`src/sv/cdss_pkg.sv`:
```
// Shared types, constants and trig table for the contact density speed sweep.
// Used by every module of the block; depends on nothing.
package cdss_pkg;

  localparam int MAX_CONTACTS  = 16;
  localparam int MAX_SIM_STEPS = 4096;
  localparam int K_W           = $clog2(MAX_CONTACTS);

  localparam int T_MAX = 60;
  localparam int D_MAX = 10000;
  localparam int M_MAX = 64;

  localparam int I_W   = $clog2(MAX_SIM_STEPS + 2);
  localparam int IT_W  = $clog2((MAX_SIM_STEPS + 1) * T_MAX + 1);
  localparam int PJ_W  = $clog2(T_MAX * M_MAX + 1);
  localparam int ITJ_W = $clog2((MAX_SIM_STEPS + 1) * T_MAX * M_MAX + 1);

  localparam int IN_DATA_W  = 96;
  localparam int OUT_DATA_W = 40;
  localparam int ADDR_W     = 5;

  localparam logic [4:0] NO_SLOT = 5'd16;

  localparam logic [63:0] DEG_TO_RAD_Q30 = 64'd18740330;
  localparam logic [63:0] ONE_Q30        = 64'd1 << 30;

  typedef enum logic [2:0] {
    REG_OWN_X,
    REG_OWN_Y,
    REG_GOAL_X,
    REG_GOAL_Y,
    REG_TIME_STEP,
    REG_DENSITY,
    REG_MAX_SPEED
  } reg_idx_t;

  typedef struct packed {
    logic signed [31:0] own_x;
    logic signed [31:0] own_y;
    logic signed [31:0] goal_x;
    logic signed [31:0] goal_y;
    logic [5:0]         time_step_s;
    logic [13:0]        density_range_m;
    logic [6:0]         max_speed_tenths;
  } cfg_t;

  typedef enum logic [4:0] {
    OP_NONE,
    OP_LOAD,
    OP_START,
    OP_SQ_GX,
    OP_SQ_GY,
    OP_SQRT_LD,
    OP_SQRT_STEP,
    OP_SET_R,
    OP_SPEED_INIT,
    OP_MUL_OX,
    OP_DIV_LD,
    OP_DIV_STEP,
    OP_SET_OX,
    OP_SET_OY,
    OP_CONTACT,
    OP_MUL_V,
    OP_MUL_MX,
    OP_MUL_MY,
    OP_DELTA,
    OP_DELTA_Y,
    OP_SQ_AX,
    OP_SQ_AY,
    OP_RNG_UPDATE,
    OP_NEXT,
    OP_STEP_ADV,
    OP_EMIT
  } dp_op_t;

  typedef struct packed {
    dp_op_t op;
  } cmd_t;

  typedef struct packed {
    logic iter_last;
    logic step_end;
    logic slot_ok;
    logic in_box;
    logic last_contact;
    logic last_speed;
    logic out_free;
  } status_t;

  typedef enum logic [4:0] {
    ST_IDLE,
    ST_SQ_GX,
    ST_SQ_GY,
    ST_R_SQRT_LD,
    ST_R_SQRT,
    ST_SET_R,
    ST_SPEED_INIT,
    ST_STEP_CHECK,
    ST_MUL_OX,
    ST_DIV_OX_LD,
    ST_DIV_OX,
    ST_SET_OX,
    ST_DIV_OY_LD,
    ST_DIV_OY,
    ST_SET_OY,
    ST_CONTACT,
    ST_MUL_V,
    ST_MUL_MX,
    ST_MUL_MY,
    ST_DELTA,
    ST_DELTA_Y,
    ST_SQ_AX,
    ST_SQ_AY,
    ST_C_SQRT_LD,
    ST_C_SQRT,
    ST_RNG_UPDATE,
    ST_NEXT,
    ST_STEP_ADV,
    ST_EMIT
  } ctl_state_t;

  typedef struct packed {
    logic        neg;
    logic [14:0] mag;
  } trig_t;

  typedef logic [14:0] sin_tab_t [0:90];

  function automatic logic [14:0] sin_quarter(input int unsigned d);
    logic [63:0] x;
    logic [63:0] x2;
    logic [63:0] t;
    logic [63:0] y;
    x  = 64'(d) * DEG_TO_RAD_Q30;
    x2 = (x * x) >> 30;
    t  = ONE_Q30 - x2 / 64'd72;
    t  = ONE_Q30 - ((x2 * t) >> 30) / 64'd42;
    t  = ONE_Q30 - ((x2 * t) >> 30) / 64'd20;
    t  = ONE_Q30 - ((x2 * t) >> 30) / 64'd6;
    y  = (((x * t) >> 30) + (64'd1 << 15)) >> 16;
    return y[14:0];
  endfunction

  function automatic sin_tab_t build_sin_tab();
    sin_tab_t tab;
    int unsigned d;
    for (d = 0; d <= 90; d++) begin
      tab[d] = sin_quarter(d);
    end
    return tab;
  endfunction

  localparam sin_tab_t SIN_TAB = build_sin_tab();

  // sine of a heading in degrees, heading below 720
  function automatic trig_t sin_deg(input logic [9:0] h);
    logic [9:0] hh;
    logic [9:0] q;
    trig_t      res;
    hh = (h >= 10'd360) ? h - 10'd360 : h;
    if (hh <= 10'd90) begin
      q = hh;
      res.neg = 1'b0;
    end else if (hh <= 10'd180) begin
      q = 10'd180 - hh;
      res.neg = 1'b0;
    end else if (hh <= 10'd270) begin
      q = hh - 10'd180;
      res.neg = 1'b1;
    end else begin
      q = 10'd360 - hh;
      res.neg = 1'b1;
    end
    res.mag = SIN_TAB[q[6:0]];
    return res;
  endfunction

endpackage

```
`src/sv/cdss_regs.sv`:
```
// APB configuration registers for the contact density speed sweep.
// Depends on cdss_pkg for the register map and the configuration struct.
module cdss_regs import cdss_pkg::*; (
  input  logic              clk,
  input  logic              rst,
  input  logic              psel,
  input  logic              penable,
  input  logic              pwrite,
  input  logic [ADDR_W-1:0] paddr,
  input  logic [31:0]       pwdata,
  output logic [31:0]       prdata,
  output logic              pready,
  output cfg_t              cfg
);

  reg_idx_t idx;

  assign idx    = reg_idx_t'(paddr[4:2]);
  assign pready = 1'b1;

  always_ff @(posedge clk) begin
    if (rst) begin
      cfg.own_x            <= '0;
      cfg.own_y            <= '0;
      cfg.goal_x           <= '0;
      cfg.goal_y           <= '0;
      cfg.time_step_s      <= 6'd1;
      cfg.density_range_m  <= 14'd50;
      cfg.max_speed_tenths <= 7'd50;
    end else if (psel && penable && pwrite) begin
      case (idx)
        REG_OWN_X:     cfg.own_x            <= pwdata;
        REG_OWN_Y:     cfg.own_y            <= pwdata;
        REG_GOAL_X:    cfg.goal_x           <= pwdata;
        REG_GOAL_Y:    cfg.goal_y           <= pwdata;
        REG_TIME_STEP: cfg.time_step_s      <= pwdata[5:0];
        REG_DENSITY:   cfg.density_range_m  <= pwdata[13:0];
        REG_MAX_SPEED: cfg.max_speed_tenths <= pwdata[6:0];
        default: ;
      endcase
    end
  end

  always_comb begin
    case (idx)
      REG_OWN_X:     prdata = cfg.own_x;
      REG_OWN_Y:     prdata = cfg.own_y;
      REG_GOAL_X:    prdata = cfg.goal_x;
      REG_GOAL_Y:    prdata = cfg.goal_y;
      REG_TIME_STEP: prdata = {26'd0, cfg.time_step_s};
      REG_DENSITY:   prdata = {18'd0, cfg.density_range_m};
      REG_MAX_SPEED: prdata = {25'd0, cfg.max_speed_tenths};
      default:       prdata = '0;
    endcase
  end

endmodule

```
`config.mk`:
```
export PLATFORM = sky130hd
export DESIGN_NAME = cdss_regs
export DESIGN_NICKNAME = d
export VERILOG_FILES = /design/src/sv/cdss_pkg.sv /design/src/sv/cdss_regs.sv
export SDC_FILE = /design/constraint.sdc
export NUM_CORES = 1
export LEC_CHECK = 0
export BUFFER_PORTS_ARGS = -buffer_cell sky130_fd_sc_hd__clkbuf_2
export CAP_MARGIN = 15
export CORE_MARGIN = 2
export CORE_UTILIZATION = 55
export DETAILED_ROUTE_END_ITERATION = 8
export PLACE_DENSITY = 0.85
export REMOVE_ABC_BUFFERS = 1
export SETUP_SLACK_MARGIN = 0.4
export SLEW_MARGIN = 30
export SYNTH_ARGS = -nofsm -noshare
export SYNTH_HDL_FRONTEND = slang
export SYNTH_SLANG_ARGS = --single-unit
```
`constraint.sdc`:
```
create_clock -name clk -period 4.5 [get_ports clk]
set_clock_uncertainty 0.2 [all_clocks]
set_input_delay 0.45 -clock clk [delete_from_list [all_inputs] [get_ports clk]]
set_output_delay 0.45 -clock clk [all_outputs]
set_load 0.02 [all_outputs]
```
==> impl_metrics.csv <==
group,metric,value,unit
logic_synthesis,seq_area_frac_synth,42.2,%
clocking,cts.sinks,155,
clocking,htree_levels,4,
routing,remaining_drc_errors,0,
logic_synthesis,post_synth_num_cell_types,25,
routing,vias_per_cell,5.47,
flow_run,cap_viol_max_count,0,
clocking,clock_insertion_delay_worst_skew,420,ps
sta,maxSlewHeadroom,45.7,%
die,die_width,120,um
sta,timing.setup.tns,0,ps
global_route,grt_pass1_wl,30300,um
sta,final_worst_path_period_share,65.3,%
routing,detailroute.via_count,5836,
routing,drt_iter0_drc,407,
die,ioPinCount,230,
routing,routed_wl,19100,um
logic_synthesis,synth.ff_latch_count,155,
critical_path,worst-setup-path-type,"in -> out",
logic_synthesis,syn_area,0.00736,mm^2
critical_path,critPathMaxFanout,43,
finish,multiInputGateArea,0.00393,mm^2
critical_path,critPathArrivalTime,2290,ps
die,die_y_extent,120,um
die,placeableCoreArea,0.0131,mm^2
routing,dr.max_layer_used,"met4",
sta,rsz_0062_raised_after_global_routing,"no",
critical_path,worstSetupStartpointType,"input port",
clocking,cts_inserted_buffers,17,
worst_hold_path,holdCritPathClass,"in -> reg",
sta,final_hold_viol_count,0,
sta,timing.hold.ws,117,ps
finish,seqCellArea,0.00310,mm^2
sta,tightest_slew,812,ps
power,leakage_power,0.00455,uW
sta,fmax,0.340,GHz
finish,max_ffs_per_register,155,
finish,fillCellCount,1034,
critical_path,critical_path.endpoint_type,"primary output",
finish,drive_above_1_share,34.5,%
global_route,number_of_antenna_violations_at_the_first_check_in_global_routing,1,
die,std_cell_rows,42,
critical_path,critPathMostFrequentCell,"sky130_fd_sc_hd__clkbuf_2",
routing,detail_route.wirelength.met1,8170,um
power,p_per_area,331,mW/mm^2
routing,met2_wirelength,9040,um
global_route,gr-usage-all-layers,27.1,%
clocking,cts_hold_repair.buffers,0,
clocking,post-cts-setup-buffer-count,0,
critical_path,cp_cell_sequence,"clkbuf_2, buf_4, nand2b_1, o221a_2, a221oi_1, clkbuf_2",
routing,detail_route.first_pass.iterations,5,
global_route,maximum_number_of_pins_on_one_net_before_global_route_repair,106,
finish,areaGrowthSynthToFinish,23.3,%
sta,finalMaxSlewViolations,0,
clocking,ctsResizeCount,0,
clocking,cts.path.max_buffers,2,
clocking,tritoncts_clock_tree,"done",
placed_design,detailedPlacementHpwl,13000,um
placed_design,routabilityCongestion,0.757,
run_status,status,"finished, final reports clean",
routing,detailroute.wirelength.met3,1580,um
logic_synthesis,ys.warnings.count,0,
clocking,clock-root-buffer,"sky130_fd_sc_hd__clkbuf_16",
finish,largest_registers,"cfg x155",
critical_path,worst-endpoint-required,3850,ps
logic_synthesis,synthesis.instances,676,
power,peakVddDrop,0.000225,V
sta,min_period,2940,ps
sta,setup_viol_count_final,0,
finish,final_nets,918,
critical_path,critPathMaxStageDelay,560,ps
finish,top_register,"cfg",
critical_path,crit_slowest_cell,"sky130_fd_sc_hd__buf_4",
routing,routed_wire_length_per_instance,17.9,um
global_route,first_global_vias,5650,
routing,ant_nets,0,
die,design.die.area,0.0143,mm^2
die,start_util,56.0,%
clocking,clk_pin_slew,60,ps
global_route,gr-total-overflow,0,
logic_synthesis,avgSynthCellArea,10.9,um^2
placed_design,port_buffers,226,
## Yosys cell counts (all sizes together)
| cell type | count | area [um^2] |
|---|---|---|
| nand3 | 1 | 10.0 |
| nand2b | 181 | 1130 |
| clkbuf | 24 | 90.1 |
| a22o | 1 | 8.76 |
| nand2 | 6 | 32.5 |
| buf | 30 | 219 |
| conb | 1 | 3.75 |
| a22oi | 14 | 105 |
| o22ai | 7 | 43.8 |
| and4 | 1 | 8.76 |
| o221a | 6 | 67.6 |
| nor2b | 20 | 125 |
| and4b | 1 | 10.0 |
| a221oi | 6 | 52.6 |
| dfxtp | 155 | 3100 |
| mux2i | 173 | 1730 |
| nor2 | 13 | 56.3 |
| mux2 | 8 | 90.1 |
| and2 | 3 | 18.8 |
| inv | 6 | 22.5 |
| mux4 | 19 | 428 |
## critical path, delay by kind of cell
family                 cells  cell delay [ps]
and+or+nand+nor            1              320
buffers and inverters      3              880
AOI/OAI and AO/OA          2              620
## logic make-up (layout without fill, tap and decap cells)
logic type,Yosys count,count (layout),share of synthesized area [%]
buf+inv,60,273,4.51
flops,155,155,42.2
mux,200,200,30.6
simple gates,226,226,18.9
compound gates,34,34,3.77
other cells,1,2,0.0510
## worst paths after layout
| path | start | to | slack [ps] | cells past startpoint |
|---|---|---|---|---|
| max reg2reg | cfg[8] | cfg[8] | 3570 | 2 |
| max | paddr[3] | prdata[5] | 1560 | 6 |
| min reg2reg | cfg[117] | cfg[117] | 290 | 2 |
| min | pwdata[5] | cfg[12] | 120 | 3 |
## metal layers
metal / GRT usage, % / vias up
met5: 0 / -
met4: 8.53 / 0
met3: 8.13 / 29
met2: 43.8 / 251
met1: 34.9 / 2820
li1: - / 2736
## per-stage QoR
| step | utilization, % | setup WS [ps] | total power, uW | instance area [um^2] | std cells |
|---|---|---|---|---|---|
| after floorplan | - | 2340 | 1530 | 7050 | 622 |
| after global placement | 64.6 | 1380 | 1630 | 8480 | 1033 |
| after detailed placement | 64.6 | 1400 | 1640 | 8490 | 1033 |
| after CTS | 69.0 | 1510 | 3020 | 9070 | 1065 |
| after global routing | 69.0 | 1410 | 3100 | 9070 | 1065 |
| final | 69.1 | 1560 | 3000 | 9070 | 1066 |
## power by group
group          total [uW]  leakage (uW)  internal [uW]  switching, uW
clock network        1390      0.000284            831            562
registers            1390       0.00125           1380           8.76
logic                 214       0.00302           88.9            125
total                3000       0.00455           2300            696
## area by class of cell
class | instances | share of cell area [%]
Antenna cell | 1 | 0.0276
Multi-Input combinational cell | 461 | 43.3
Inverter | 6 | 0.248
Sequential cell | 155 | 34.2
Tap cell | 176 | 2.43
Clock buffer | 22 | 5.45
Timing Repair Buffer | 235 | 13.4
Clock inverter | 10 | 0.993
## cell usage in the layout (no fill, tap or decap), drive strengths merged
master / netlist / final
clkinv: 0 / 6
nand3: 1 / 1
and2: 3 / 3
nor2: 13 / 13
a22o: 1 / 1
mux2: 8 / 8
conb: 1 / 1
and4b: 1 / 1
inv: 6 / 6
a22oi: 14 / 14
and4: 1 / 1
buf: 30 / 10
o22ai: 7 / 7
nor2b: 20 / 20
mux2i: 173 / 173
clkinvlp: 0 / 3
diode: 0 / 1
mux4: 19 / 19
a221oi: 6 / 6
clkbuf: 24 / 247
o221a: 6 / 6
nand2: 6 / 6
nand2b: 181 / 181
bufinv: 0 / 1
dfxtp: 155 / 155
No activity file was read; power rests on OpenSTA's default activity.
