==> config.mk <==
export PLATFORM = sky130hd
export DESIGN_NAME = cdss_ctrl
export DESIGN_NICKNAME = d
export VERILOG_FILES = /design/src/sv/cdss_pkg.sv /design/src/sv/cdss_ctrl.sv
export SDC_FILE = /design/constraint.sdc
export NUM_CORES = 1
export LEC_CHECK = 0
export BUFFER_PORTS_ARGS = -buffer_cell sky130_fd_sc_hd__buf_2
export CAP_MARGIN = 25
export CORE_UTILIZATION = 48
export CTS_CLUSTER_SIZE = 16
export DETAILED_ROUTE_END_ITERATION = 6
export PLACE_DENSITY = 0.73
export REMOVE_ABC_BUFFERS = 1
export SLEW_MARGIN = 20
export SYNTH_ARGS = -nofsm -noshare
export SYNTH_HDL_FRONTEND = slang
export SYNTH_SLANG_ARGS = --single-unit
==> constraint.sdc <==
create_clock -name clk -period 1.7 [get_ports clk]
set_input_delay 0.255 -clock clk [delete_from_list [all_inputs] [get_ports clk]]
set_output_delay 0.255 -clock clk [all_outputs]
set_load 0.01 [all_outputs]
==> src/sv/cdss_pkg.sv <==
// Shared types, constants and trig table for the contact density speed sweep.
// Used by every module of the block; depends on nothing.
package cdss_pkg;

  localparam int MAX_CONTACTS  = 16;
  localparam int MAX_SIM_STEPS = 4096;
  localparam int K_W           = $clog2(MAX_CONTACTS);

  localparam int T_MAX = 60;
  localparam int D_MAX = 10000;
  localparam int M_MAX = 64;

  localparam int I_W   = $clog2(MAX_SIM_STEPS + 2);
  localparam int IT_W  = $clog2((MAX_SIM_STEPS + 1) * T_MAX + 1);
  localparam int PJ_W  = $clog2(T_MAX * M_MAX + 1);
  localparam int ITJ_W = $clog2((MAX_SIM_STEPS + 1) * T_MAX * M_MAX + 1);

  localparam int IN_DATA_W  = 96;
  localparam int OUT_DATA_W = 40;
  localparam int ADDR_W     = 5;

  localparam logic [4:0] NO_SLOT = 5'd16;

  localparam logic [63:0] DEG_TO_RAD_Q30 = 64'd18740330;
  localparam logic [63:0] ONE_Q30        = 64'd1 << 30;

  typedef enum logic [2:0] {
    REG_OWN_X,
    REG_OWN_Y,
    REG_GOAL_X,
    REG_GOAL_Y,
    REG_TIME_STEP,
    REG_DENSITY,
    REG_MAX_SPEED
  } reg_idx_t;

  typedef struct packed {
    logic signed [31:0] own_x;
    logic signed [31:0] own_y;
    logic signed [31:0] goal_x;
    logic signed [31:0] goal_y;
    logic [5:0]         time_step_s;
    logic [13:0]        density_range_m;
    logic [6:0]         max_speed_tenths;
  } cfg_t;

  typedef enum logic [4:0] {
    OP_NONE,
    OP_LOAD,
    OP_START,
    OP_SQ_GX,
    OP_SQ_GY,
    OP_SQRT_LD,
    OP_SQRT_STEP,
    OP_SET_R,
    OP_SPEED_INIT,
    OP_MUL_OX,
    OP_DIV_LD,
    OP_DIV_STEP,
    OP_SET_OX,
    OP_SET_OY,
    OP_CONTACT,
    OP_MUL_V,
    OP_MUL_MX,
    OP_MUL_MY,
    OP_DELTA,
    OP_DELTA_Y,
    OP_SQ_AX,
    OP_SQ_AY,
    OP_RNG_UPDATE,
    OP_NEXT,
    OP_STEP_ADV,
    OP_EMIT
  } dp_op_t;

  typedef struct packed {
    dp_op_t op;
  } cmd_t;

  typedef struct packed {
    logic iter_last;
    logic step_end;
    logic slot_ok;
    logic in_box;
    logic last_contact;
    logic last_speed;
    logic out_free;
  } status_t;

  typedef enum logic [4:0] {
    ST_IDLE,
    ST_SQ_GX,
    ST_SQ_GY,
    ST_R_SQRT_LD,
    ST_R_SQRT,
    ST_SET_R,
    ST_SPEED_INIT,
    ST_STEP_CHECK,
    ST_MUL_OX,
    ST_DIV_OX_LD,
    ST_DIV_OX,
    ST_SET_OX,
    ST_DIV_OY_LD,
    ST_DIV_OY,
    ST_SET_OY,
    ST_CONTACT,
    ST_MUL_V,
    ST_MUL_MX,
    ST_MUL_MY,
    ST_DELTA,
    ST_DELTA_Y,
    ST_SQ_AX,
    ST_SQ_AY,
    ST_C_SQRT_LD,
    ST_C_SQRT,
    ST_RNG_UPDATE,
    ST_NEXT,
    ST_STEP_ADV,
    ST_EMIT
  } ctl_state_t;

  typedef struct packed {
    logic        neg;
    logic [14:0] mag;
  } trig_t;

  typedef logic [14:0] sin_tab_t [0:90];

  function automatic logic [14:0] sin_quarter(input int unsigned d);
    logic [63:0] x;
    logic [63:0] x2;
    logic [63:0] t;
    logic [63:0] y;
    x  = 64'(d) * DEG_TO_RAD_Q30;
    x2 = (x * x) >> 30;
    t  = ONE_Q30 - x2 / 64'd72;
    t  = ONE_Q30 - ((x2 * t) >> 30) / 64'd42;
    t  = ONE_Q30 - ((x2 * t) >> 30) / 64'd20;
    t  = ONE_Q30 - ((x2 * t) >> 30) / 64'd6;
    y  = (((x * t) >> 30) + (64'd1 << 15)) >> 16;
    return y[14:0];
  endfunction

  function automatic sin_tab_t build_sin_tab();
    sin_tab_t tab;
    int unsigned d;
    for (d = 0; d <= 90; d++) begin
      tab[d] = sin_quarter(d);
    end
    return tab;
  endfunction

  localparam sin_tab_t SIN_TAB = build_sin_tab();

  // sine of a heading in degrees, heading below 720
  function automatic trig_t sin_deg(input logic [9:0] h);
    logic [9:0] hh;
    logic [9:0] q;
    trig_t      res;
    hh = (h >= 10'd360) ? h - 10'd360 : h;
    if (hh <= 10'd90) begin
      q = hh;
      res.neg = 1'b0;
    end else if (hh <= 10'd180) begin
      q = 10'd180 - hh;
      res.neg = 1'b0;
    end else if (hh <= 10'd270) begin
      q = hh - 10'd180;
      res.neg = 1'b1;
    end else begin
      q = 10'd360 - hh;
      res.neg = 1'b1;
    end
    res.mag = SIN_TAB[q[6:0]];
    return res;
  endfunction

endpackage

==> src/sv/cdss_ctrl.sv <==
// Sequencer of the contact density speed sweep: walks speeds, steps and slots.
// Depends on cdss_pkg; drives cdss_dp through cmd_t and reads status_t.
module cdss_ctrl import cdss_pkg::*; (
  input  logic    clk,
  input  logic    rst,
  input  logic    s_tvalid,
  input  logic    s_op,
  input  status_t status,
  output logic    s_tready,
  output cmd_t    cmd
);

  ctl_state_t state, state_next;

  always_ff @(posedge clk) begin
    if (rst) begin
      state <= ST_IDLE;
    end else begin
      state <= state_next;
    end
  end

  always_comb begin
    state_next = state;
    cmd.op     = OP_NONE;
    s_tready   = 1'b0;
    case (state)
      ST_IDLE: begin
        s_tready = 1'b1;
        if (s_tvalid) begin
          if (s_op) begin
            cmd.op     = OP_START;
            state_next = ST_SQ_GX;
          end else begin
            cmd.op = OP_LOAD;
          end
        end
      end
      ST_SQ_GX: begin
        cmd.op     = OP_SQ_GX;
        state_next = ST_SQ_GY;
      end
      ST_SQ_GY: begin
        cmd.op     = OP_SQ_GY;
        state_next = ST_R_SQRT_LD;
      end
      ST_R_SQRT_LD: begin
        cmd.op     = OP_SQRT_LD;
        state_next = ST_R_SQRT;
      end
      ST_R_SQRT: begin
        cmd.op = OP_SQRT_STEP;
        if (status.iter_last) state_next = ST_SET_R;
      end
      ST_SET_R: begin
        cmd.op     = OP_SET_R;
        state_next = ST_SPEED_INIT;
      end
      ST_SPEED_INIT: begin
        cmd.op     = OP_SPEED_INIT;
        state_next = ST_STEP_CHECK;
      end
      ST_STEP_CHECK: begin
        state_next = status.step_end ? ST_EMIT : ST_MUL_OX;
      end
      ST_MUL_OX: begin
        cmd.op     = OP_MUL_OX;
        state_next = ST_DIV_OX_LD;
      end
      ST_DIV_OX_LD: begin
        cmd.op     = OP_DIV_LD;
        state_next = ST_DIV_OX;
      end
      ST_DIV_OX: begin
        cmd.op = OP_DIV_STEP;
        if (status.iter_last) state_next = ST_SET_OX;
      end
      ST_SET_OX: begin
        cmd.op     = OP_SET_OX;
        state_next = ST_DIV_OY_LD;
      end
      ST_DIV_OY_LD: begin
        cmd.op     = OP_DIV_LD;
        state_next = ST_DIV_OY;
      end
      ST_DIV_OY: begin
        cmd.op = OP_DIV_STEP;
        if (status.iter_last) state_next = ST_SET_OY;
      end
      ST_SET_OY: begin
        cmd.op     = OP_SET_OY;
        state_next = ST_CONTACT;
      end
      ST_CONTACT: begin
        cmd.op     = OP_CONTACT;
        state_next = status.slot_ok ? ST_MUL_V : ST_NEXT;
      end
      ST_MUL_V: begin
        cmd.op     = OP_MUL_V;
        state_next = ST_MUL_MX;
      end
      ST_MUL_MX: begin
        cmd.op     = OP_MUL_MX;
        state_next = ST_MUL_MY;
      end
      ST_MUL_MY: begin
        cmd.op     = OP_MUL_MY;
        state_next = ST_DELTA;
      end
      ST_DELTA: begin
        cmd.op     = OP_DELTA;
        state_next = ST_DELTA_Y;
      end
      ST_DELTA_Y: begin
        cmd.op     = OP_DELTA_Y;
        state_next = ST_SQ_AX;
      end
      ST_SQ_AX: begin
        cmd.op     = OP_SQ_AX;
        state_next = status.in_box ? ST_SQ_AY : ST_NEXT;
      end
      ST_SQ_AY: begin
        cmd.op     = OP_SQ_AY;
        state_next = ST_C_SQRT_LD;
      end
      ST_C_SQRT_LD: begin
        cmd.op     = OP_SQRT_LD;
        state_next = ST_C_SQRT;
      end
      ST_C_SQRT: begin
        cmd.op = OP_SQRT_STEP;
        if (status.iter_last) state_next = ST_RNG_UPDATE;
      end
      ST_RNG_UPDATE: begin
        cmd.op     = OP_RNG_UPDATE;
        state_next = ST_NEXT;
      end
      ST_NEXT: begin
        cmd.op     = OP_NEXT;
        state_next = status.last_contact ? ST_STEP_ADV : ST_CONTACT;
      end
      ST_STEP_ADV: begin
        cmd.op     = OP_STEP_ADV;
        state_next = ST_STEP_CHECK;
      end
      ST_EMIT: begin
        if (status.out_free) begin
          cmd.op     = OP_EMIT;
          state_next = status.last_speed ? ST_IDLE : ST_SPEED_INIT;
        end
      end
      default: state_next = ST_IDLE;
    endcase
  end

endmodule

==> impl_results.md, run 1 <==
* Classification of the worst setup path: reg2reg
* Total length of routed wires at around 2.5 mm
* Largest net degree at the start of global routing at 20
* Buffer levels on the longest clock path at 2
* Number of different library cells in the post-synthesis netlist at 45
* Setup repair after global routing missed its margin: true
* # diodes at 0
* Number of antenna violations at the first check in global routing at 0
* Clock sink count at 5
* Weighted congestion at the end of routability-driven global placement at between 0.9 and 1
* # DRC at 0
* Cells taking the most area after synthesis: sky130_fd_sc_hd__dfxtp_1 (12%), sky130_fd_sc_hd__nand2_1 (9.3%), sky130_fd_sc_hd__a21oi_1 (6.8%), sky130_fd_sc_hd__nor2_1 (4.6%), sky130_fd_sc_hd__o211ai_1 (3.7%)
* FF+latch area at roughly 110 sq um
* Area of the multi-input gates at ~700 sq um
* Met2 Track Usage GR at 0.467
* Row count at 14
* Top-area cell type share of the netlist area at 0.124
* Violations in the final reports: negative setup slack
* Number of search-and-repair iterations in the first detailed-routing pass at 4
* Cell area power density at 1480 nW/um^2
* Total Power Consumption at 0.00164 W
* Total of flip-flops plus latches after synthesis at 5
* Slew Limit Headroom at 0.604
* Num CTS Buffers at 3
* Asr flop ratio synth at 0
* Fill cells at 123
* Post-layout nets at about 160
* Required time of the critical path at roughly 1.9 ns
* Chip width at about 43 um
* Slowest-stage cell, CP: sky130_fd_sc_hd__or4b_1
* Biggest register: state
* Shortest clock period the worst path allows after layout at between 1.5 and 2 ns
* Post-detailed-route via-to-cell ratio at between 6 and 7
* Total global routing overflow at 0
* Result of the run: complete, but fails checks
* CP Launch Type: register
* Most area-hungry cell type in the Yosys netlist: sky130_fd_sc_hd__dfxtp_1
* LEAKAGE at 0.407 nW
* Met1 Resource Use GR at 0.379
* P&R area growth vs syn at 36.5%
* Maximum net fanout on the critical path at 8
* Count of port buffers added during placement at 16
* Aggregate global-route resource usage at 0.275
* Final worst-path setup slack at -0.0489 ns
* Via count of the first global-routing pass at roughly 920
* Post-CTS clock slew at the launch and capture registers of the worst setup and hold paths at about 0.04 ns
* Max incr delay on CP at 0.55 ns
* TritonCTS clock tree: built
* Number of H-tree levels at 1
* Area of the core region at 1540 sq um
* First-pass GRT wire length at between 4 and 5 mm
* Main flop type after synthesis: sky130_fd_sc_hd__dfxtp_1
* Die Footprint at approximately 1900 sq um
* Post-route antenna net violation count at 0
* Yosys Warn Count at 0
* Largest registers: state (5)
* Max-slew violation total from the final report at 0
* Count of maximum capacitance violations at 0
* Hold_sp: rst
* Routed length per placed instance at between 15 and 20 um
* Critical Path End Type: register
* Synthesized area at between 800 and 900 sq um
* Portion of the post-synthesis area used by sequential elements at 0.124
* Flip-flop count of the largest register after layout at 5
* Launch point of the worst reg-to-reg path: state[4]$_SDFFE_PP0P_
* Later-pin clock latency in the skew report at 0.23 ns
* Setup Skew at ~0.000094 ns
* Worst min-delay path class: in2reg
* Met3 demand-to-capacity share in global routing at 0.0128
* Fraction of final layout cells sized beyond drive strength 1 at 0.389
* Arrival time of the worst setup path at between 1.5 and 2 ns
* Worst setup startpoint: state[4]$_SDFFE_PP0P_
* Gate Count Post-Synth at between 100 and 150
* Final period utilization at 1.03
* Slew at the pin with the worst max-slew slack at 0.594 ns
* Clock root buffer: sky130_fd_sc_hd__clkbuf_4
* Worst VDD drop at 0.00126 V
* Height of the chip at 43.1 um
* Initial cell density of the core at 0.525
* Post-DP HPWL at 1.69 mm
* Top Usage Layer GRT: met2
* Number of top-level design ports at 17
* Hold Violations, Final at 0
* Syn avg cell area at roughly 6.7 sq um
* Vias post-DR at about 1.0k
* Highest clock rate at about 0.57 GHz
* Number of enable-type register cells in the synthesized netlist at 0
* Hold Worst Slack at 0.269 ns
* Setup violation total in the final timing report at 7
* First-iteration detailed-routing DRC count at 34
* Critical path cell sequence: or4b_1 -> a311oi_2 -> a2111oi_4 -> a21boi_2 -> nor3_2
through the flow:
| step | util | instances | area [sq um] | worst slack [ns] | TNS (ns) |
|---|---|---|---|---|---|
| global route | 0.717 | 160 | 1100 | -0.108 | -0.689 |
| global placement | 0.623 | 153 | 961 | 0.0154 | 0 |
| CTS | 0.684 | 159 | 1050 | -0.0202 | -0.0952 |
| finish | 0.717 | 160 | 1100 | -0.0489 | -0.157 |
| floorplan | - | 109 | 758 | -0.314 | -1.38 |
| detailed placement | 0.623 | 153 | 961 | -0.0495 | -0.0641 |
where the power goes:
| group | leakage [nW] | total [W] | switching (W) | internal [W] |
|---|---|---|---|---|
| Clock | 0.0150 | 0.000131 | 0.0000423 | 0.0000883 |
| Combinational | 0.349 | 0.00130 | 0.000714 | 0.000585 |
| Sequential | 0.0428 | 0.000208 | 0.0000473 | 0.000161 |
| Total | 0.407 | 0.00164 | 0.000804 | 0.000834 |
worst max-delay path: cells and delay by family, from the launching register on:
kind,cells,cell delay (ns)
simple gates,2,0.69
compound gates,3,0.64
flops,1,0.34
cell type report:
class                           instances  area share
Inverter                                5      0.0170
Multi-Input combinational cell         99       0.638
Timing Repair Buffer                   31       0.206
Tap cell                               16      0.0181
Sequential cell                         5      0.0974
Clock buffer                            4      0.0238
logic make-up (layout without fill, tap and decap cells):
| group | after synthesis | in the layout | share of synthesized area |
|---|---|---|---|
| AO/OA/AOI/OAI | 48 | 48 | 0.451 |
| buffers and inverters | 17 | 40 | 0.0865 |
| flip-flops | 5 | 5 | 0.124 |
| multiplexers | 1 | 1 | 0.0124 |
| AND/OR/NAND/NOR | 50 | 50 | 0.326 |
routing by layer:
| layer | vias up | share of wire |
|---|---|---|
| met5 | - | 0 |
| met3 | 2 | 0.058 |
| li1 | 505 | - |
| met2 | 49 | 0.49 |
| met1 | 484 | 0.44 |
| met4 | 0 | 0.0040 |
timing repair:
| item | 4_1_cts | 5_1_grt |
|---|---|---|
| pin swaps | 2 | 2 |
| gates resized for setup | 17 | 9 |
| setup buffers | 2 | 1 |
| hold buffers | 0 | 0 |
| gates cloned | 0 | 0 |
| setup endpoints to repair | 7 | 11 |
cell usage after synthesis (all sizes together), types with 3 or more instances:
master,number
nand3,4
a21oi,11
o21ai,6
buf,6
inv,5
o211ai,4
nand2,20
nand2b,3
clkbuf,6
nor2,10
dfxtp,5
a211oi,3
placed cells by master (no fill, tap or decap), types with 2 or more instances in the layout:
cell / n
sky130_fd_sc_hd__nand2b_1: 2
sky130_fd_sc_hd__nor3b_1: 2
sky130_fd_sc_hd__o21ai_1: 2
sky130_fd_sc_hd__a221oi_2: 2
sky130_fd_sc_hd__a21oi_2: 2
sky130_fd_sc_hd__a31oi_1: 2
sky130_fd_sc_hd__o221ai_1: 2
sky130_fd_sc_hd__clkbuf_4: 3
sky130_fd_sc_hd__o22ai_1: 2
sky130_fd_sc_hd__inv_2: 2
sky130_fd_sc_hd__a311o_1: 2
sky130_fd_sc_hd__o21ai_0: 2
sky130_fd_sc_hd__buf_2: 16
sky130_fd_sc_hd__a211oi_1: 3
sky130_fd_sc_hd__nand2_1: 19
sky130_fd_sc_hd__dfxtp_2: 3
sky130_fd_sc_hd__a21oi_1: 9
sky130_fd_sc_hd__o2111ai_1: 2
sky130_fd_sc_hd__buf_4: 9
sky130_fd_sc_hd__nor2_1: 9
sky130_fd_sc_hd__nor2b_1: 2
sky130_fd_sc_hd__o211ai_1: 4
sky130_fd_sc_hd__inv_1: 3
sky130_fd_sc_hd__nand3_1: 4
sky130_fd_sc_hd__buf_6: 4
sky130_fd_sc_hd__o21ai_2: 2
final timing paths:
check,endpoint,slack (ns),cells after the start
max reg2reg,state[0]$_SDFFE_PP0P_,-0.05,5
min,state[2]$_SDFFE_PP0P_,0.27,2
max,state[0]$_SDFFE_PP0P_,-0.05,5
min reg2reg,state[1]$_SDFFE_PP0P_,0.69,4
No activity file was read; power rests on OpenSTA's default activity.
==> run 2, diff against run 1 <==
--- a/config.mk
+++ b/config.mk
@@ -5,12 +5,13 @@
 export SDC_FILE = /design/constraint.sdc
 export NUM_CORES = 1
 export LEC_CHECK = 0
+export ABC_AREA = 1
 export BUFFER_PORTS_ARGS = -buffer_cell sky130_fd_sc_hd__buf_2
 export CAP_MARGIN = 25
-export CORE_UTILIZATION = 48
+export CORE_UTILIZATION = 50
 export CTS_CLUSTER_SIZE = 16
 export DETAILED_ROUTE_END_ITERATION = 6
-export PLACE_DENSITY = 0.73
+export PLACE_DENSITY = 0.74
 export REMOVE_ABC_BUFFERS = 1
 export SLEW_MARGIN = 20
 export SYNTH_ARGS = -nofsm -noshare
==> impl_results.md, run 2 <==
* Total of flip-flops plus latches after synthesis at 5 (unchanged)
* Max-slew violation total from the final report at 0 (unchanged)
* Number of H-tree levels at 1 (unchanged)
* Setup violation total in the final timing report at 6 (-1)
* Cells on worst reg2reg path at 12 (+7)
* Largest net degree at the start of global routing at 14 (-30%)
* Asr flop ratio synth at 0 (unchanged)
* Slack of the worst reg-to-reg path at -0.03 ns (+0.02 ns)
* Number of search-and-repair iterations in the first detailed-routing pass at 5 (+1)
* Clock sink count at 5 (unchanged)
* Routed length per placed instance at 18.3 um (+18%)
* Worst reg2reg endpoint: state[3]$_SDFFE_PP0P_
* Height of the chip at 47.0 um (+9.1%)
* Clock root buffer: sky130_fd_sc_hd__clkbuf_4
* Aggregate global-route resource usage at 0.390 (+0.115)
* Worst VDD drop at 0.000485 V (-61%)
* Worst Hold Path EP: state[2]$_SDFFE_PP0P_
* Hold_sp: rst
* Number of top-level design ports at 17 (unchanged)
* Commonest non-fill, non-tap cells in the layout: sky130_fd_sc_hd__nand2_1 (36), sky130_fd_sc_hd__nor2_1 (19), sky130_fd_sc_hd__buf_4 (18), sky130_fd_sc_hd__nand3_1 (17), sky130_fd_sc_hd__buf_2 (16)
* Arrival time of the worst setup path at 1.58 ns (-0.32 ns)
* Largest registers: state (5)
* Buffer levels on the longest clock path at 2 (unchanged)
* Syn avg cell area at 5.78 sq um (-14%)
* Later-pin clock latency in the skew report at 0.24 ns (about the same)
* Result of the run: complete, but fails checks
* Main flop type after synthesis: sky130_fd_sc_hd__dfxtp_1
* Number of antenna violations at the first check in global routing at 0 (unchanged)
* Required time of the critical path at 1.44 ns (-0.41 ns)
* Most area-hungry cell type in the Yosys netlist: sky130_fd_sc_hd__nand2_1
* Count of maximum capacitance violations at 0 (unchanged)
* Hold Worst Slack at 0.252 ns (-0.0171 ns)
* Setup repair after global routing missed its margin: true
* P&R area growth vs syn at 51.6%
* Yosys Warn Count at 0 (unchanged)
* Initial cell density of the core at 0.561 (+0.0359)
* Critical Path End Type: output port
* Top-area cell type share of the netlist area at 0.175 (+0.0509)
* Max incr delay on CP at 0.34 ns (-0.21 ns)
* Violations in the final reports: negative setup slack
* Fraction of final layout cells sized beyond drive strength 1 at 0.528 (+0.139)
* Num CTS Buffers at 3 (unchanged)
* Total Power Consumption at 0.000527 W (-68%)
* Cell area power density at 344 nW/um^2 (-77%)
* Post-detailed-route via-to-cell ratio at 6.27 (-3.5%)
* Hold Violations, Final at 0 (unchanged)
* Maximum net fanout on the critical path at 6 (-2)
* Most used standard cell by instance count after synthesis: sky130_fd_sc_hd__nand2_1
* Vias post-DR at 1511 (+45%)
* Number of cells on the worst hold path at 2 (unchanged)
* Number of different library cells in the post-synthesis netlist at 29 (-36%)
* Highest clock rate at 0.546 GHz (-4.4%)
* TritonCTS clock tree: built
* Shortest clock period the worst path allows after layout at 1.83 ns (+0.0814 ns)
* LEAKAGE at 0.802 nW (+97%)
* # DRC at 0 (unchanged)
* Number of hold-repair buffers added at the cts stage at 0 (unchanged)
* Synthesized area at 1010 sq um (+25%)
* Portion of the post-synthesis area used by sequential elements at 0.0990 (-0.0246)
* Count of port buffers added during placement at 16 (unchanged)
* Final worst-path setup slack at -0.130 ns (-0.0814 ns)
* Slew Limit Headroom at 0.785 (+0.181)
* Commonest non-fill, non-tap cell in the layout: sky130_fd_sc_hd__nand2_1
* Flip-flop count of the largest register after layout at 5 (unchanged)
* Worst slack after detailed placement at 0.0810 ns (+0.131 ns)
* Cells taking the most area after synthesis: sky130_fd_sc_hd__nand2_1 (17%), sky130_fd_sc_hd__nand3_1 (11%), sky130_fd_sc_hd__dfxtp_1 (9.9%), sky130_fd_sc_hd__nor2_1 (8.5%), sky130_fd_sc_hd__inv_1 (5.2%)
* Via count of the first global-routing pass at 1303 (+42%)
* Post-DP HPWL at 2.50 mm (+48%)
* CP Launch Type: register
* Total length of routed wires at 4.41 mm (+78%)
* Row count at 15 (+1)
* Setup TNS after final layout at -0.364 ns (-0.207 ns)
* Biggest register: state
* Number of enable-type register cells in the synthesized netlist at 0 (unchanged)
* Post-route antenna net violation count at 0 (unchanged)
* Slew at the pin with the worst max-slew slack at 0.319 ns (-0.275 ns)
* Chip width at 47.0 um (+9.1%)
* Slowest-stage cell, CP: sky130_fd_sc_hd__dfxtp_2
* # diodes at 0 (unchanged)
* Total global routing overflow at 0 (unchanged)
* Worst min-delay path class: in2reg
* Setup Skew at 0.00148 ns (+0.00139 ns)
* Leading cell types by count after synthesis: sky130_fd_sc_hd__nand2_1 (47), sky130_fd_sc_hd__nand3_1 (23), sky130_fd_sc_hd__nor2_1 (23), sky130_fd_sc_hd__inv_1 (14), sky130_fd_sc_hd__a21oi_1 (10)
* Die Footprint at 2210 sq um (+19%)
* First-iteration detailed-routing DRC count at 102 (+200%)
* First-pass GRT wire length at 5.94 mm (+47%)
* Critical path cell sequence: buf_12 -> nand2_4 -> nor2_4 -> nor2_4 -> nand2_2 -> inv_2 -> nand2_2 -> nor3_2 -> nand3_1 -> buf_2
* Area of the core region at 1800 sq um (+17%)
* Weighted congestion at the end of routability-driven global placement at 1.05 (+15%)
* Classification of the worst setup path: reg2out
* Gate Count Post-Synth at 175 (+45%)
* Post-layout nets at 228 (+46%)
* Launch point of the worst reg-to-reg path: state[0]$_SDFFE_PP0P_
* Final period utilization at 1.08 (+0.0479)
* Post-CTS clock slew at the launch and capture registers of the worst setup and hold paths at 0.04 ns (about the same)
run 2: changes by cell type after synthesis, moves of 6 or more:
cell,delta
sky130_fd_sc_hd__nand2_1,+27
sky130_fd_sc_hd__nor2_1,+13
sky130_fd_sc_hd__inv_1,+11
sky130_fd_sc_hd__clkbuf_1,-6
sky130_fd_sc_hd__nand3_1,+19
sky130_fd_sc_hd__nor2_2,+6
run 2: layer usage:
layer / wire [um] / part of all wire / vias up / track usage
met5: 0 / 0 / - / 0
met4: 400 / 0.091 / 0 / 0.269
met3: 564 / 0.13 / 55 / 0.0731
met2: 1950 / 0.44 / 148 / 0.619
met1: 1490 / 0.34 / 658 / 0.475
li1: - / - / 650 / -
run 2: repair_timing:
item	in CTS	in global routing
pin swaps	10	8
endpoints found under the setup margin	5	6
resized for setup	45	20
setup buffers	11	6
gates cloned	0	0
run 2: through the flow:
step | area [sq um] | util | std cells
2_1_floorplan | 951 | - | 169
3_5_place_dp | 1160 | 0.645 | 220
4_1_cts | 1420 | 0.788 | 235
3_3_place_gp | 1160 | 0.645 | 220
6_report | 1530 | 0.851 | 241
5_1_grt | 1530 | 0.851 | 241
run 2: report_power, final:
group          switching (W)  internal [W]
registers         0.00000467      0.000120
logic               0.000150      0.000110
clock network      0.0000527     0.0000890
run 2: worst max-delay path by stage:
stage                                startpoint      to  slack (ns)
after CTS                 state[3]$_SDFFE_PP0P_  cmd[2]       -0.09
after detailed placement  state[1]$_SDFFE_PP0P_  cmd[2]        0.08
final                     state[2]$_SDFFE_PP0P_  cmd[2]       -0.13
after global placement    state[1]$_SDFFE_PP0P_  cmd[2]        0.07
after global routing      state[1]$_SDFFE_PP0P_  cmd[2]       -0.20
after floorplan           state[4]$_SDFFE_PP0P_  cmd[2]        0.05
run 2: kinds of logic (layout without fill, tap and decap cells):
kind of cell,count (synthesis),after routing,synth area share
AND/OR/NAND/NOR,124,124,0.630
buffers and inverters,29,70,0.147
AO/OA/AOI/OAI,17,17,0.124
flip-flops,5,5,0.0990
run 2: cell type report:
| class | count | area (sq um) |
|---|---|---|
| clock buffers | 4 | 26.3 |
| well taps | 25 | 31.3 |
| fillers | 108 | 269 |
| repair buffers | 43 | 334 |
| inverters | 23 | 106 |
| flip-flops and latches | 5 | 111 |
| multi-input cells | 141 | 923 |
run 2: worst max-delay path, delay by kind of cell, from the launching register on:
family	cells	cell delay, ns
buf+inv	3	0.35
flops	1	0.34
simple gates	7	0.64
==> run 3, diff against run 2 <==
==> constraint.sdc (replaced) <==
create_clock -name clk -period 1.7 [get_ports clk]
set_input_delay 0.34 -clock clk [delete_from_list [all_inputs] [get_ports clk]]
set_output_delay 0.34 -clock clk [all_outputs]
set_load 0.01 [all_outputs]
==> impl_results.md, run 3 (synthesis results as in run 2) <==
* Result of the run: complete, but fails checks
* Violations in the final reports: negative setup slack
* Aggregate global-route resource usage at 0.369 (-0.0216)
* Post-DP HPWL at 2.71 mm (+8.3%)
* Fraction of final layout cells sized beyond drive strength 1 at 0.516 (-0.0116)
* Setup violation total in the final timing report at 7 (+1)
* Clock root buffer: sky130_fd_sc_hd__clkbuf_4
* Worst reg2reg endpoint: state[3]$_SDFFE_PP0P_
* Cells on worst reg2reg path at 12 (unchanged)
* Arrival time of the worst setup path at 1.65 ns (+0.07 ns)
* TritonCTS clock tree: built
* Slew Limit Headroom at 0.792 (+0.00728)
* Post-detailed-route via-to-cell ratio at 6.17 (-1.7%)
* Height of the chip at 47.0 um (unchanged)
* Worst VDD drop at 0.000358 V (-26%)
* Area of the core region at 1800 sq um (unchanged)
* P&R area growth vs syn at 52.0%
* Setup TNS after final layout at -1.10 ns (-0.741 ns)
* Launch point of the worst reg-to-reg path: state[3]$_SDFFE_PP0P_
* Num CTS Buffers at 3 (unchanged)
* Vias post-DR at 1492 (-1.3%)
* Row count at 15 (unchanged)
* Weighted congestion at the end of routability-driven global placement at 1.04 (-0.69%)
* Commonest non-fill, non-tap cells in the layout: sky130_fd_sc_hd__nand2_1 (35), sky130_fd_sc_hd__nor2_1 (20), sky130_fd_sc_hd__buf_4 (19), sky130_fd_sc_hd__nand3_1 (18), sky130_fd_sc_hd__buf_2 (15)
* Routed length per placed instance at 17.7 um (-3.4%)
* Highest clock rate at 0.502 GHz (-8.1%)
* Switching power at 0.000196 W (-5.3%)
* Number of top-level design ports at 17 (unchanged)
* Maximum net fanout on the critical path at 12 (+6)
* Hold_sp: rst
* Worst min-delay path class: in2reg
* Final Util at 0.853 (+0.00208)
* Total length of routed wires at 4.27 mm (-3.0%)
* Count of port buffers added during placement at 16 (unchanged)
* Worst Hold Path EP: state[4]$_SDFFE_PP0P_
* Register share of total power at 0.244 (+0.007)
* Initial cell density of the core at 0.561 (unchanged)
* Critical Path End Type: output port
* Total global routing overflow at 0 (unchanged)
* Post-layout nets at 229 (+0.44%)
* Via count of the first global-routing pass at 1317 (+1.1%)
* Share of power burned in the clock network at 0.268 (about the same)
* Post-route antenna net violation count at 0 (unchanged)
* LEAKAGE at 0.765 nW (-4.7%)
* Required time of the critical path at 1.36 ns (-0.08 ns)
* Final period utilization at 1.17 (+0.0945)
* Buffer levels on the longest clock path at 2 (unchanged)
* Setup Skew at 0.00798 ns (+0.00650 ns)
* Classification of the worst setup path: reg2out
* Slew at the pin with the worst max-slew slack at 0.308 ns (-0.0108 ns)
* Hold Violations, Final at 0 (unchanged)
* Internal power summed over all cells at 0.000321 W (+0.49%)
* Combinational share of power at 0.487 (-0.007)
* Chip width at 47.0 um (unchanged)
* Largest net degree at the start of global routing at 13 (-1)
* Slack of the worst reg-to-reg path at -0.01 ns (+0.02 ns)
* First-pass GRT wire length at 5.64 mm (-5.0%)
* Max-slew violation total from the final report at 0 (unchanged)
* Number of H-tree levels at 1 (unchanged)
* Post-CTS clock slew at the launch and capture registers of the worst setup and hold paths at 0.05 ns (about the same)
* Flip-flop count of the largest register after layout at 5 (unchanged)
* Later-pin clock latency in the skew report at 0.25 ns (about the same)
* Clock sink count at 5 (unchanged)
* Biggest register: state
* Die Footprint at 2210 sq um (unchanged)
* Cell area power density at 337 nW/um^2 (-2.0%)
* CP Launch Type: register
* Number of cells on the worst hold path at 2 (unchanged)
* # diodes at 0 (unchanged)
* First-iteration detailed-routing DRC count at 105 (+2.9%)
* Count of maximum capacitance violations at 0 (unchanged)
* Commonest non-fill, non-tap cell in the layout: sky130_fd_sc_hd__nand2_1
* Largest registers: state (5)
* # DRC at 0 (unchanged)
* Setup repair after global routing missed its margin: true
* Number of search-and-repair iterations in the first detailed-routing pass at 5 (unchanged)
* Number of antenna violations at the first check in global routing at 0 (unchanged)
* Final worst-path setup slack at -0.291 ns (-0.161 ns)
* Switching power as a share of total power at 0.379 (-0.0141)
* Shortest clock period the worst path allows after layout at 1.99 ns (+0.161 ns)
run 3: power groups by stage:
stage / combinational (W) / sequential (W) / clock, W
floorplan: 0.0000993 / 0.000135 / 0
global placement: 0.000176 / 0.000127 / 0
detailed placement: 0.000177 / 0.000128 / 0
CTS: 0.000220 / 0.000127 / 0.000144
global route: 0.000267 / 0.000126 / 0.000149
finish: 0.000252 / 0.000126 / 0.000139
run 3: layout make-up:
cell class	instances	area, sq um
fill	111	265
clock buffer	4	26.3
tap	25	31.3
timing repair buffer	44	357
inverter	23	98.8
sequential	5	109
multi-input combinational	141	915
run 3: per-stage QoR:
stage	hold slack, ns	power, W	std cells	setup slack, ns	cell area [sq um]
finish	0.314	0.000518	242	-0.291	1540
global route	0.328	0.000543	242	-0.321	1540
CTS	0.304	0.000491	237	-0.186	1410
detailed placement	0.537	0.000305	227	-0.0543	1210
global placement	0.518	0.000303	227	-0.0328	1210
floorplan	0.409	0.000235	169	-0.0318	951
run 3: metal layers:
| metal | wire, um | part of all wire | global-route usage | vias up |
|---|---|---|---|---|
| met2 | 1970 | 0.46 | 0.639 | 143 |
| met5 | 0 | 0 | 0 | - |
| met4 | 301 | 0.070 | 0.194 | 0 |
| met3 | 523 | 0.12 | 0.100 | 39 |
| met1 | 1480 | 0.35 | 0.409 | 659 |
| li1 | - | - | - | 651 |
run 3: how the worst max path moves through the flow:
stage,startpoint,to,slack (ns)
final,state[4]$_SDFFE_PP0P_,cmd[2],-0.29
after CTS,state[0]$_SDFFE_PP0P_,cmd[2],-0.19
after detailed placement,state[2]$_SDFFE_PP0P_,cmd[2],-0.05
after floorplan,state[4]$_SDFFE_PP0P_,cmd[2],-0.03
after global routing,state[0]$_SDFFE_PP0P_,cmd[2],-0.32
after global placement,state[2]$_SDFFE_PP0P_,cmd[0],-0.03
run 3: critical path, stage by stage, from the launching register on:
cell and delay, ns:
sky130_fd_sc_hd__dfxtp_2 0.34, sky130_fd_sc_hd__inv_4 0.18, sky130_fd_sc_hd__buf_4 0.17, sky130_fd_sc_hd__nor2_4 0.05
sky130_fd_sc_hd__nand2_1 0.15, sky130_fd_sc_hd__nand2_2 0.09, sky130_fd_sc_hd__nor3_2 0.18, sky130_fd_sc_hd__nand3_1 0.10
sky130_fd_sc_hd__buf_2 0.15
run 3: what timing repair did:
action                     4_1_cts  5_1_grt
buffers inserted                 6        6
setup endpoints to repair        6        9
pin swaps                        9       12
gates resized for setup         32       24
hold buffers                     0        0
